`src/rtl/ucpd_pkg.sv`:
```
`timescale 1ns / 1ps

package ucpd_pkg;

  // decode_mode codes; the unused code behaves as windows-1252
  localparam logic [1:0] MODE_UTF16LE = 2'd0;
  localparam logic [1:0] MODE_UTF16BE = 2'd1;
  localparam logic [1:0] MODE_CP1252  = 2'd2;

  localparam int unsigned CP_W = 21;

  localparam logic [CP_W-1:0] CP_REPLACEMENT = 21'h00FFFD;
  localparam logic [CP_W-1:0] CP_SUPP_BASE   = 21'h010000;

  // surrogate ranges, 16-bit unit
  localparam logic [15:0] HI_SURR_FIRST = 16'hD800;
  localparam logic [15:0] HI_SURR_LAST  = 16'hDBFF;
  localparam logic [15:0] LO_SURR_FIRST = 16'hDC00;
  localparam logic [15:0] LO_SURR_LAST  = 16'hDFFF;

  // windows-1252 remapped byte range
  localparam logic [7:0] CP1252_MAP_FIRST = 8'h80;
  localparam logic [7:0] CP1252_MAP_LAST  = 8'h9F;

  // one result as held in the output queue
  typedef struct packed {
    logic [CP_W-1:0] scalar;
    logic            last_result;
  } ucpd_result_t;

  // bytes 0x80..0x9F of windows-1252
  function automatic logic [15:0] cp1252_high(input logic [4:0] idx);
    logic [15:0] cp;
    case (idx)
      5'd0:  cp = 16'h20AC;
      5'd1:  cp = 16'h0081;
      5'd2:  cp = 16'h201A;
      5'd3:  cp = 16'h0192;
      5'd4:  cp = 16'h201E;
      5'd5:  cp = 16'h2026;
      5'd6:  cp = 16'h2020;
      5'd7:  cp = 16'h2021;
      5'd8:  cp = 16'h02C6;
      5'd9:  cp = 16'h2030;
      5'd10: cp = 16'h0160;
      5'd11: cp = 16'h2039;
      5'd12: cp = 16'h0152;
      5'd13: cp = 16'h008D;
      5'd14: cp = 16'h017D;
      5'd15: cp = 16'h008F;
      5'd16: cp = 16'h0090;
      5'd17: cp = 16'h2018;
      5'd18: cp = 16'h2019;
      5'd19: cp = 16'h201C;
      5'd20: cp = 16'h201D;
      5'd21: cp = 16'h2022;
      5'd22: cp = 16'h2013;
      5'd23: cp = 16'h2014;
      5'd24: cp = 16'h02DC;
      5'd25: cp = 16'h2122;
      5'd26: cp = 16'h0161;
      5'd27: cp = 16'h203A;
      5'd28: cp = 16'h0153;
      5'd29: cp = 16'h009D;
      5'd30: cp = 16'h017E;
      5'd31: cp = 16'h0178;
      default: cp = 16'h0000;
    endcase
    return cp;
  endfunction

endpackage

```
`src/rtl/ucpd_in_if.sv`:
```
`timescale 1ns / 1ps

// byte channel into the decoder
interface ucpd_in_if;
  logic       valid;
  logic       ready;
  logic [7:0] byte_value;
  logic       last_byte;

  modport source (output valid, output byte_value, output last_byte, input ready);
  modport sink   (input valid, input byte_value, input last_byte, output ready);
endinterface

```
`src/rtl/ucpd_out_if.sv`:
```
`timescale 1ns / 1ps

// code point channel out of the decoder
interface ucpd_out_if;
  logic        valid;
  logic        ready;
  logic [20:0] scalar;
  logic        last_result;

  modport source (output valid, output scalar, output last_result, input ready);
  modport sink   (input valid, input scalar, input last_result, output ready);
endinterface

```
`src/rtl/ucpd_cfg_if.sv`:
```
`timescale 1ns / 1ps

// mode register write channel
interface ucpd_cfg_if;
  logic       valid;
  logic       ready;
  logic [1:0] decode_mode;

  modport source (output valid, output decode_mode, input ready);
  modport sink   (input valid, input decode_mode, output ready);
endinterface

```
`src/rtl/utf16_cp1252_code_point_decoder.sv`:
```
`timescale 1ns / 1ps

// Channel   Dir  Payload                         Handshake
// in_ch     in   byte_value[7:0], last_byte      valid/ready
// out_ch    out  scalar[20:0], last_result       valid/ready
// cfg_ch    in   decode_mode[1:0]                valid/ready (ready tied high)
//
// One byte is accepted per cycle while in_ch.ready is high; it is held in the
// input register, decoded, and its results written to the result queue.
// Each byte gives 0, 1 or 2 code points; results leave at one per cycle
// while out_ch.ready is high, so two-result bytes fill the queue and stall in_ch.
// in_ch.ready drops when the result queue holds more than QUEUE_DEPTH-4 items.
// rst_n (synchronous) clears the mode, the stream state and the queue.
module utf16_cp1252_code_point_decoder #(
  parameter int unsigned QUEUE_DEPTH = 8   // power of two, at least 4
) (
  input  logic       clk,
  input  logic       rst_n,
  ucpd_in_if.sink    in_ch,
  ucpd_out_if.source out_ch,
  ucpd_cfg_if.sink   cfg_ch
);
  import ucpd_pkg::*;

  localparam int unsigned PTR_W = $clog2(QUEUE_DEPTH);
  localparam int unsigned CNT_W = PTR_W + 1;
  localparam logic [CNT_W-1:0] READY_LIMIT = CNT_W'(QUEUE_DEPTH - 4);

  // mode register
  logic [1:0] mode_r;

  // input register
  logic       in_vld_r;
  logic [7:0] in_byte_r;
  logic       in_last_r;

  // stream state
  logic [7:0] held_byte_r,   held_byte_nxt;
  logic       have_held_r,   have_held_nxt;
  logic [9:0] pend_bits_r,   pend_bits_nxt;
  logic       have_pend_r,   have_pend_nxt;

  // result queue
  ucpd_result_t      queue_r [QUEUE_DEPTH];
  logic [PTR_W-1:0]  wr_ptr_r, rd_ptr_r;
  logic [CNT_W-1:0]  count_r, count_nxt;

  logic in_acc, out_pop;

  // decode signals
  logic              utf16;
  logic [15:0]       unit;
  logic              is_hi, is_lo;
  logic [CP_W-1:0]   joined_cp, lone_cp, byte_cp;
  logic              lone_emit;
  logic [1:0]        res_n;
  logic [CP_W-1:0]   cp0, cp1;
  ucpd_result_t      res0, res1;

  assign cfg_ch.ready = 1'b1;
  assign in_ch.ready  = (count_r <= READY_LIMIT);
  assign in_acc       = in_ch.valid & in_ch.ready;
  assign out_pop      = out_ch.valid & out_ch.ready;

  // mode register
  always_ff @(posedge clk) begin
    if (!rst_n) begin
      mode_r <= MODE_UTF16LE;
    end else if (cfg_ch.valid) begin
      mode_r <= cfg_ch.decode_mode;
    end
  end

  // input register
  always_ff @(posedge clk) begin
    if (!rst_n) begin
      in_vld_r <= 1'b0;
    end else begin
      in_vld_r <= in_acc;
    end
  end

  always_ff @(posedge clk) begin
    if (in_acc) begin
      in_byte_r <= in_ch.byte_value;
      in_last_r <= in_ch.last_byte;
    end
  end

  // unit assembly and classification
  assign utf16 = (mode_r == MODE_UTF16LE) || (mode_r == MODE_UTF16BE);
  assign unit  = (mode_r == MODE_UTF16BE) ? {held_byte_r, in_byte_r}
                                          : {in_byte_r, held_byte_r};
  assign is_hi = (unit >= HI_SURR_FIRST) && (unit <= HI_SURR_LAST);
  assign is_lo = (unit >= LO_SURR_FIRST) && (unit <= LO_SURR_LAST);
  assign joined_cp = CP_SUPP_BASE + {1'b0, pend_bits_r, unit[9:0]};
  assign lone_cp   = (is_hi || is_lo) ? CP_REPLACEMENT : {5'd0, unit};
  // a high surrogate waits for its partner unless the document ends here
  assign lone_emit = !(is_hi && !in_last_r);

  // windows-1252 byte map
  always_comb begin
    if ((in_byte_r >= CP1252_MAP_FIRST) && (in_byte_r <= CP1252_MAP_LAST)) begin
      byte_cp = {5'd0, cp1252_high(in_byte_r[4:0])};
    end else begin
      byte_cp = {13'd0, in_byte_r};
    end
  end

  // per-byte decode: up to two results and the next stream state
  always_comb begin
    held_byte_nxt = held_byte_r;
    have_held_nxt = have_held_r;
    pend_bits_nxt = pend_bits_r;
    have_pend_nxt = have_pend_r;
    res_n = 2'd0;
    cp0   = CP_REPLACEMENT;
    cp1   = CP_REPLACEMENT;
    if (in_vld_r) begin
      if (utf16) begin
        if (!have_held_r) begin
          if (in_last_r) begin
            // odd trailing byte, after any pending high surrogate
            res_n = have_pend_r ? 2'd2 : 2'd1;
          end else begin
            held_byte_nxt = in_byte_r;
            have_held_nxt = 1'b1;
          end
        end else begin
          have_held_nxt = 1'b0;
          if (have_pend_r && is_lo) begin
            have_pend_nxt = 1'b0;
            cp0   = joined_cp;
            res_n = 2'd1;
          end else begin
            if (have_pend_r) begin
              // unpaired high surrogate
              have_pend_nxt = 1'b0;
              res_n = 2'd1;
            end
            if (is_hi && !in_last_r) begin
              pend_bits_nxt = unit[9:0];
              have_pend_nxt = 1'b1;
            end
            if (lone_emit) begin
              if (res_n == 2'd0) begin
                cp0   = lone_cp;
                res_n = 2'd1;
              end else begin
                cp1   = lone_cp;
                res_n = 2'd2;
              end
            end
          end
        end
      end else begin
        cp0   = byte_cp;
        res_n = 2'd1;
      end
      // end of document clears the stream
      if (in_last_r) begin
        held_byte_nxt = 8'd0;
        have_held_nxt = 1'b0;
        pend_bits_nxt = 10'd0;
        have_pend_nxt = 1'b0;
      end
    end
  end

  always_comb begin
    res0.scalar      = cp0;
    res0.last_result = in_last_r && (res_n == 2'd1);
    res1.scalar      = cp1;
    res1.last_result = in_last_r;
  end

  // stream state
  always_ff @(posedge clk) begin
    if (!rst_n) begin
      held_byte_r <= 8'd0;
      have_held_r <= 1'b0;
      pend_bits_r <= 10'd0;
      have_pend_r <= 1'b0;
    end else begin
      held_byte_r <= held_byte_nxt;
      have_held_r <= have_held_nxt;
      pend_bits_r <= pend_bits_nxt;
      have_pend_r <= have_pend_nxt;
    end
  end

  // result queue storage
  always_ff @(posedge clk) begin
    if (res_n != 2'd0) begin
      queue_r[wr_ptr_r] <= res0;
    end
    if (res_n == 2'd2) begin
      queue_r[wr_ptr_r + PTR_W'(1)] <= res1;
    end
  end

  // result queue pointers
  assign count_nxt = count_r + CNT_W'(res_n) - CNT_W'(out_pop);

  always_ff @(posedge clk) begin
    if (!rst_n) begin
      wr_ptr_r <= '0;
      rd_ptr_r <= '0;
      count_r  <= '0;
    end else begin
      wr_ptr_r <= wr_ptr_r + PTR_W'(res_n);
      rd_ptr_r <= rd_ptr_r + PTR_W'(out_pop);
      count_r  <= count_nxt;
    end
  end

  assign out_ch.valid       = (count_r != '0);
  assign out_ch.scalar      = queue_r[rd_ptr_r].scalar;
  assign out_ch.last_result = queue_r[rd_ptr_r].last_result;

endmodule

```
`src/flat_wrapper.sv`:
```
// flat-port wrapper written by rule: the top's interface ports become plain ports
module utf16_cp1252_code_point_decoder_flat import ucpd_pkg::*;
#(
  parameter int unsigned QUEUE_DEPTH = 8                              
)
  (clk, rst_n, in_ch_valid, in_ch_byte_value, in_ch_last_byte, in_ch_ready, out_ch_valid, out_ch_scalar, out_ch_last_result, out_ch_ready, cfg_ch_valid, cfg_ch_decode_mode, cfg_ch_ready);
  ucpd_in_if in_ch_i ();
  ucpd_out_if out_ch_i ();
  ucpd_cfg_if cfg_ch_i ();
  input  logic clk;
  input  logic rst_n;
  input wire logic [$bits(in_ch_i.valid)-1:0] in_ch_valid;
  input wire logic [$bits(in_ch_i.byte_value)-1:0] in_ch_byte_value;
  input wire logic [$bits(in_ch_i.last_byte)-1:0] in_ch_last_byte;
  output wire logic [$bits(in_ch_i.ready)-1:0] in_ch_ready;
  output wire logic [$bits(out_ch_i.valid)-1:0] out_ch_valid;
  output wire logic [$bits(out_ch_i.scalar)-1:0] out_ch_scalar;
  output wire logic [$bits(out_ch_i.last_result)-1:0] out_ch_last_result;
  input wire logic [$bits(out_ch_i.ready)-1:0] out_ch_ready;
  input wire logic [$bits(cfg_ch_i.valid)-1:0] cfg_ch_valid;
  input wire logic [$bits(cfg_ch_i.decode_mode)-1:0] cfg_ch_decode_mode;
  output wire logic [$bits(cfg_ch_i.ready)-1:0] cfg_ch_ready;
  assign in_ch_i.valid = in_ch_valid;
  assign in_ch_i.byte_value = in_ch_byte_value;
  assign in_ch_i.last_byte = in_ch_last_byte;
  assign in_ch_ready = in_ch_i.ready;
  assign out_ch_valid = out_ch_i.valid;
  assign out_ch_scalar = out_ch_i.scalar;
  assign out_ch_last_result = out_ch_i.last_result;
  assign out_ch_i.ready = out_ch_ready;
  assign cfg_ch_i.valid = cfg_ch_valid;
  assign cfg_ch_i.decode_mode = cfg_ch_decode_mode;
  assign cfg_ch_ready = cfg_ch_i.ready;
  utf16_cp1252_code_point_decoder #(.QUEUE_DEPTH(QUEUE_DEPTH)) u_core (.clk(clk), .rst_n(rst_n), .in_ch(in_ch_i), .out_ch(out_ch_i), .cfg_ch(cfg_ch_i));
endmodule
```
`config.mk`:
```
export PLATFORM = sky130hd
export DESIGN_NAME = utf16_cp1252_code_point_decoder_flat
export DESIGN_NICKNAME = d
export VERILOG_FILES = /design/src/rtl/ucpd_pkg.sv /design/src/rtl/ucpd_in_if.sv /design/src/rtl/ucpd_out_if.sv /design/src/rtl/ucpd_cfg_if.sv /design/src/rtl/utf16_cp1252_code_point_decoder.sv /design/src/flat_wrapper.sv
export SDC_FILE = /design/constraint.sdc
export NUM_CORES = 1
export LEC_CHECK = 0
export BUFFER_PORTS_ARGS = -buffer_cell sky130_fd_sc_hd__buf_2
export CORE_MARGIN = 3
export CORE_UTILIZATION = 39
export CTS_BUF_LIST = sky130_fd_sc_hd__clkbuf_4 sky130_fd_sc_hd__clkbuf_8 sky130_fd_sc_hd__clkbuf_16
export CTS_CLUSTER_DIAMETER = 30
export DETAILED_ROUTE_END_ITERATION = 12
export PLACE_DENSITY = 0.52
export RECOVER_POWER = 50
export SYNTH_ARGS = -nofsm -noshare
export SYNTH_HDL_FRONTEND = slang
export SYNTH_SLANG_ARGS = --single-unit
export TNS_END_PERCENT = 10
```
`constraint.sdc`:
```
create_clock -name clk -period 4.89 [get_ports clk]
set_input_delay 1.467 -clock clk [delete_from_list [all_inputs] [get_ports clk]]
set_output_delay 1.467 -clock clk [all_outputs]
set_load 0.01 [all_outputs]
```
# ---- Word-level counts from Yosys, hierarchy flattened
# Memories as Yosys holds them, arrays and structs flattened. A register that Yosys moved wholly into a read port is not among the register bits.
# Cells that the tools add are included.
dict set report totals {
  ram_bits 176
  n_memories 2
  inputBits 16
  romBits 352
  regBits 42
}
# name depth word_bits rd rd_clocked_by_memory_dff write_ports line
set mem_list {}
lappend mem_list {{(no name shown)} 32 11 1 1 0 ucpd_pkg.sv:34} ;# case (idx)
lappend mem_list {u_core.queue_r 8 22 1 1 2 utf16_cp1252_code_point_decoder.sv:44} ;# ucpd_result_t queue_r [QUEUE_DEPTH];
dict set report classes {
  n_mux 50
  n_bitwise 2
  reduce_logical 20
  order_cmp 7
  n_eq_ne 5
  add_sub_neg 6
}
# cell count
set op_table {}
lappend op_table {{2-to-1 mux 21 bit} 12}
lappend op_table {{2-to-1 mux 10 bit} 5}
lappend op_table {{2-to-1 mux 16 bit} 3}
lappend op_table {{greater-or-equal comparator 16 bit, second input constant} 2}
lappend op_table {{less-or-equal comparator 16 bit, second input constant} 2}
lappend op_table {{2-to-1 mux 2 bit} 12}
lappend op_table {{2-to-1 mux 8 bit} 3}
lappend op_table {{adder 17 x 20 -> 21 bit, first input constant} 1}
lappend op_table {{2-to-1 mux 1 bit} 13}
lappend op_table {{greater-or-equal comparator 8 bit, second input constant} 1}
lappend op_table {{less-or-equal comparator 8 bit, second input constant} 1}
lappend op_table {{nonzero test 2 bit} 4}
lappend op_table {{logical AND 1 bit} 6}
lappend op_table {{AND reduction 3 bit} 2}
lappend op_table {{2-to-1 mux 5 bit} 1}
lappend op_table {{AND reduction 5 bit} 1}
lappend op_table {{adder 4 x 2 -> 4 bit} 1}
lappend op_table {{equality test 2 x 1 -> 1 bit, second input constant} 2}
lappend op_table {{less-or-equal comparator 4 x 3 -> 1 bit, second input constant} 1}
lappend op_table {{logical NOT 2 bit} 2}
lappend op_table {{inequality test 2 x 1 -> 1 bit, second input constant} 2}
lappend op_table {{nonzero test 4 bit} 1}
lappend op_table {{subtractor 4 x 1 -> 4 bit} 1}
lappend op_table {{adder 3 x 1 -> 3 bit} 1}
lappend op_table {{other kinds (8)} 10}

# ---- Longest topological paths before layout
dict set report depth {
  ltp_word 19
  mapped_depth 18
  depth_no_buf 17
}

# ---- Worst setup path after synthesis
# OpenSTA, ideal clock, no wires.
dict set report synth_path {
  kind {input-to-reg}
  from {input in_ch_valid}
  to {register with a tool-made name}
  setup_time_ps 119
  n_path_buf 2
  path_stages 8
  slack_ps 1165
  required_ps 4771
  arrival_time_ps 3606
  path_cell_list {o211ai_1 clkbuf_1 buf_1 mux2i_1 inv_1 ha_1 mux2_2 o221a_2}
}
# element line
set synth_lines {}
lappend synth_lines {{from (decl)} flat_wrapper.sv:12} ;# input wire logic [$bits(in_ch_i.valid)-1:0] in_ch_valid;

==> key figures <==
Worst setup path
  – Crit path launch type: flip-flop
  – Endpoint type of the worst setup path: flip-flop
  – WS Path Type: flip-flop to flip-flop
  – Crit path DAT: 4.57 ns
  – Crit Path Max Fanout: 20
  – Crit-path cells: nor2b_1, buf_4, mux2_1, nor3_1, inv_1, ha_1, a221o_1, nand2_1, o21a_1, inv_1, nor3_4, nand3_2, nand2_1, buf_4
  – CP max stage delay: 0.41 ns
  – CP max stage cell: mux2_1
  – CP required: 5.12 ns
  – R2r setup slk: 0.55 ns

Routing
  – Final Routed Wirelength: 35400 um
  – Via density per instance: 6.04
  – DRC viols: 0
  – Avg WL per Cell: 24.4 um
  – Initial DRC Count: 780
  – Routed vias: 8767
  – Number of nets with antenna violations after routing: 0
  – TritonRoute pass-1 iters: 5

Place
  – Detailed Place HPWL: 23700 um
  – Placed Area: 0.0122 sq mm
  – Final GP Congestion: 0.877
  – Port Buf Inserts: 39

Timing
  – Pins Over Slew Limit: 0
  – Tcrit/Tclk final: 0.888
  – RSZ-0062 raised after global routing: false
  – Fin Clk Skew: 0.0226 ns
  – Max_slew headroom: 0.143
  – Least-Margin Pin Slew: 1.29 ns
  – Finish-stage setup viols: 0
  – TNS Setup: 0 ns
  – Fin. Hold Viols: 0
  – Period minus WS final: 4.34 ns
  – Max Freq: 0.230 GHz

Power
  – Sw frac: 0.265
  – P_int: 5.34 mW
  – Clock power share: 0.515
  – Comb pwr share: 0.165
  – Psw: 1.92 mW
  – Peak supply drop: 0.252 mV
  – Power Total: 7.26 mW
  – Register share of total power: 0.320
  – Leak: 5.26 nW
  – PD cells: 514 mW/mm^2

Run status
  – Outcome: complete, no violations

Yosys
  – Cells after Synth: 977
  – Syn nets: 1014
  – Yosys top cell area share: 0.376
  – Async set or reset register ratio after synthesis: 0
  – Largest area contributor in the netlist: edfxtp_1
  – Syn Area/Cell: 11.8 sq um
  – Unique masters post-synth: 67
  – Most frequent cell after synthesis: edfxtp_1
  – Post-synth EDFFs: 145
  – FF+latch count, synth: 229
  – Post-synthesis sequential area ratio: 0.522
  – Top FF cell, synth: edfxtp_1
  – Post-Synthesis Cell Area: 0.0116 sq mm
  – Commonest cells in the netlist: 145 x edfxtp_1, 137 x o22ai_1, 84 x dfxtp_1
  – Yosys warning total: 0
  – Synth area leaders: edfxtp_1 38%, dfxtp_1 15%, mux4_2 8.6%

CTS
  – CTS max path bufs: 3
  – H-tree depth: 2
  – Post-CTS resize count: 0
  – Worst skew pair latency: 0.56 ns
  – Clock sinks: 229
  – Setup Buffers After CTS: 0
  – Root Driver: clkbuf_16
  – CTS Hold Bufs: 0
  – Clock transition at path regs: 0.04 ns
  – CTS buffer count: 55
  – CTS tree: built

Layout
  – # diodes: 0
  – Nets: 1061
  – Design Area, Final: 0.0141 sq mm
  – Layout cells sized above 1: 0.228
  – Layout area overhead: 22.0%

Floorplanning
  – Initial core utilization: 0.400
  – I/O pin count: 41
  – Die Footprint: 0.0318 sq mm
  – Die Wd: 178 um
  – FP Rows: 62
  – Die height: 178 um
  – Area of the core: 0.0289 sq mm

Global routing
  – Pin count of the biggest net entering global routing: 31
  – GR Util All Layers: 0.223
  – Grt total ovfl: 0
  – Global-route wire length before repair: 53600 um
  – Vias in the first global route: 8576
  – Initial antenna violation count: 0

Hold path
  – HP Class: flip-flop to flip-flop

Run
  – Maxcap violations: 0
critical path, delay by kind of cell, from the launching register on:
family                   cells  cell delay, ns
AO/OA/AOI/OAI                2            0.56
adder cells (fa/ha/maj)      1            0.30
buffers and inverters        4            0.92
flip-flops                   1            0.39
multiplexers                 1            0.41
AND/OR/NAND/NOR              6            1.44
metrics by stage:
step                      std cells  setup WS, ns  hold WS [ns]  utilization
after floorplan                 977          1.17         0.432            -
after global placement         1351         0.815         0.452        0.422
after detailed placement       1351         0.725         0.457        0.422
after CTS                      1452         0.717         0.467        0.489
after global routing           1452         0.243         0.484        0.488
final                          1452         0.550         0.468        0.488
path summary, 6_finish.rpt:
check,cells after the start,to,start
min,1,u_core.pend_bits_r[4],u_core.pend_bits_r[4]
max reg2reg,14,u_core.queue_r[6][2],u_core.mode_r[0]
min reg2reg,1,u_core.pend_bits_r[4],u_core.pend_bits_r[4]
max,14,u_core.queue_r[6][2],u_core.mode_r[0]
registers in the layout (all words and copies together) (netlist names), named ones only:
| register | flops |
|---|---|
| u_core.rd_ptr_r | 3 |
| u_core.in_byte_r | 8 |
| u_core.held_byte_r | 8 |
| u_core.in_last_r | 1 |
| u_core.have_held_r | 1 |
| u_core.count_r | 4 |
| u_core.mode_r | 2 |
| u_core.in_vld_r | 1 |
| u_core.have_pend_r | 1 |
| u_core.pend_bits_r | 10 |
| u_core.queue_r | 176 |
| u_core.wr_ptr_r | 3 |
area by class of cell:
type	instances	area, sq um
Fill cell	2611	14800
Inverter	34	130
Sequential cell	229	6040
Tap cell	384	480
Timing Repair Buffer	77	483
Clock buffer	71	1550
Clock inverter	30	385
Multi-Input combinational cell	627	5040
cells by family after synthesis:
logic type / synth area share
XOR/XNOR: 0.0106
AO/OA/AOI/OAI: 0.155
adder cells (fa/ha/maj): 0.0240
other: 0.000324
AND/OR/NAND/NOR: 0.0831
multiplexers: 0.162
flip-flops: 0.522
buffers and inverters: 0.0424
per-layer routing:
layer	vias to the layer above	GRT usage	wire length (um)
met5	-	0	0
met4	0	0.0701	863
met3	65	0.0379	2290
met2	369	0.363	17000
met1	4413	0.306	15200
li1	3920	-	-
power groups by stage:
| stage | Clock [mW] | Combinational (mW) | Sequential, mW |
|---|---|---|---|
| finish | 3.74 | 1.20 | 2.32 |
| global route | 3.90 | 1.32 | 2.34 |
| CTS | 3.80 | 1.22 | 2.33 |
| detailed placement | 0 | 1.22 | 2.36 |
| global placement | 0 | 1.21 | 2.35 |
| floorplan | 0 | 0.935 | 2.23 |
cell usage in the layout, fill, tap and decap left out, types with 5 or more instances in the layout:
cell type    n
a21o_1       6
a21oi_1     24
a22o_1      16
a22oi_1     10
and2_0       5
and2_1      17
and3_1       8
buf_2       23
buf_4       30
bufinv_16    8
clkbuf_1    18
clkbuf_16   57
clkbuf_4    11
clkinv_2     9
dfxtp_1     82
edfxtp_1   145
ha_1        19
inv_1       33
mux2_2      26
mux2i_1     55
mux4_2      44
nand2_1     37
nand3_1     12
nor2_1      82
nor2b_1      6
nor3_1      15
o211ai_1     6
o21ai_0     12
o22ai_1    137
o2bb2ai_1   11
xnor2_1      5
xor2_1       9
No activity file was read; power rests on OpenSTA's default activity.
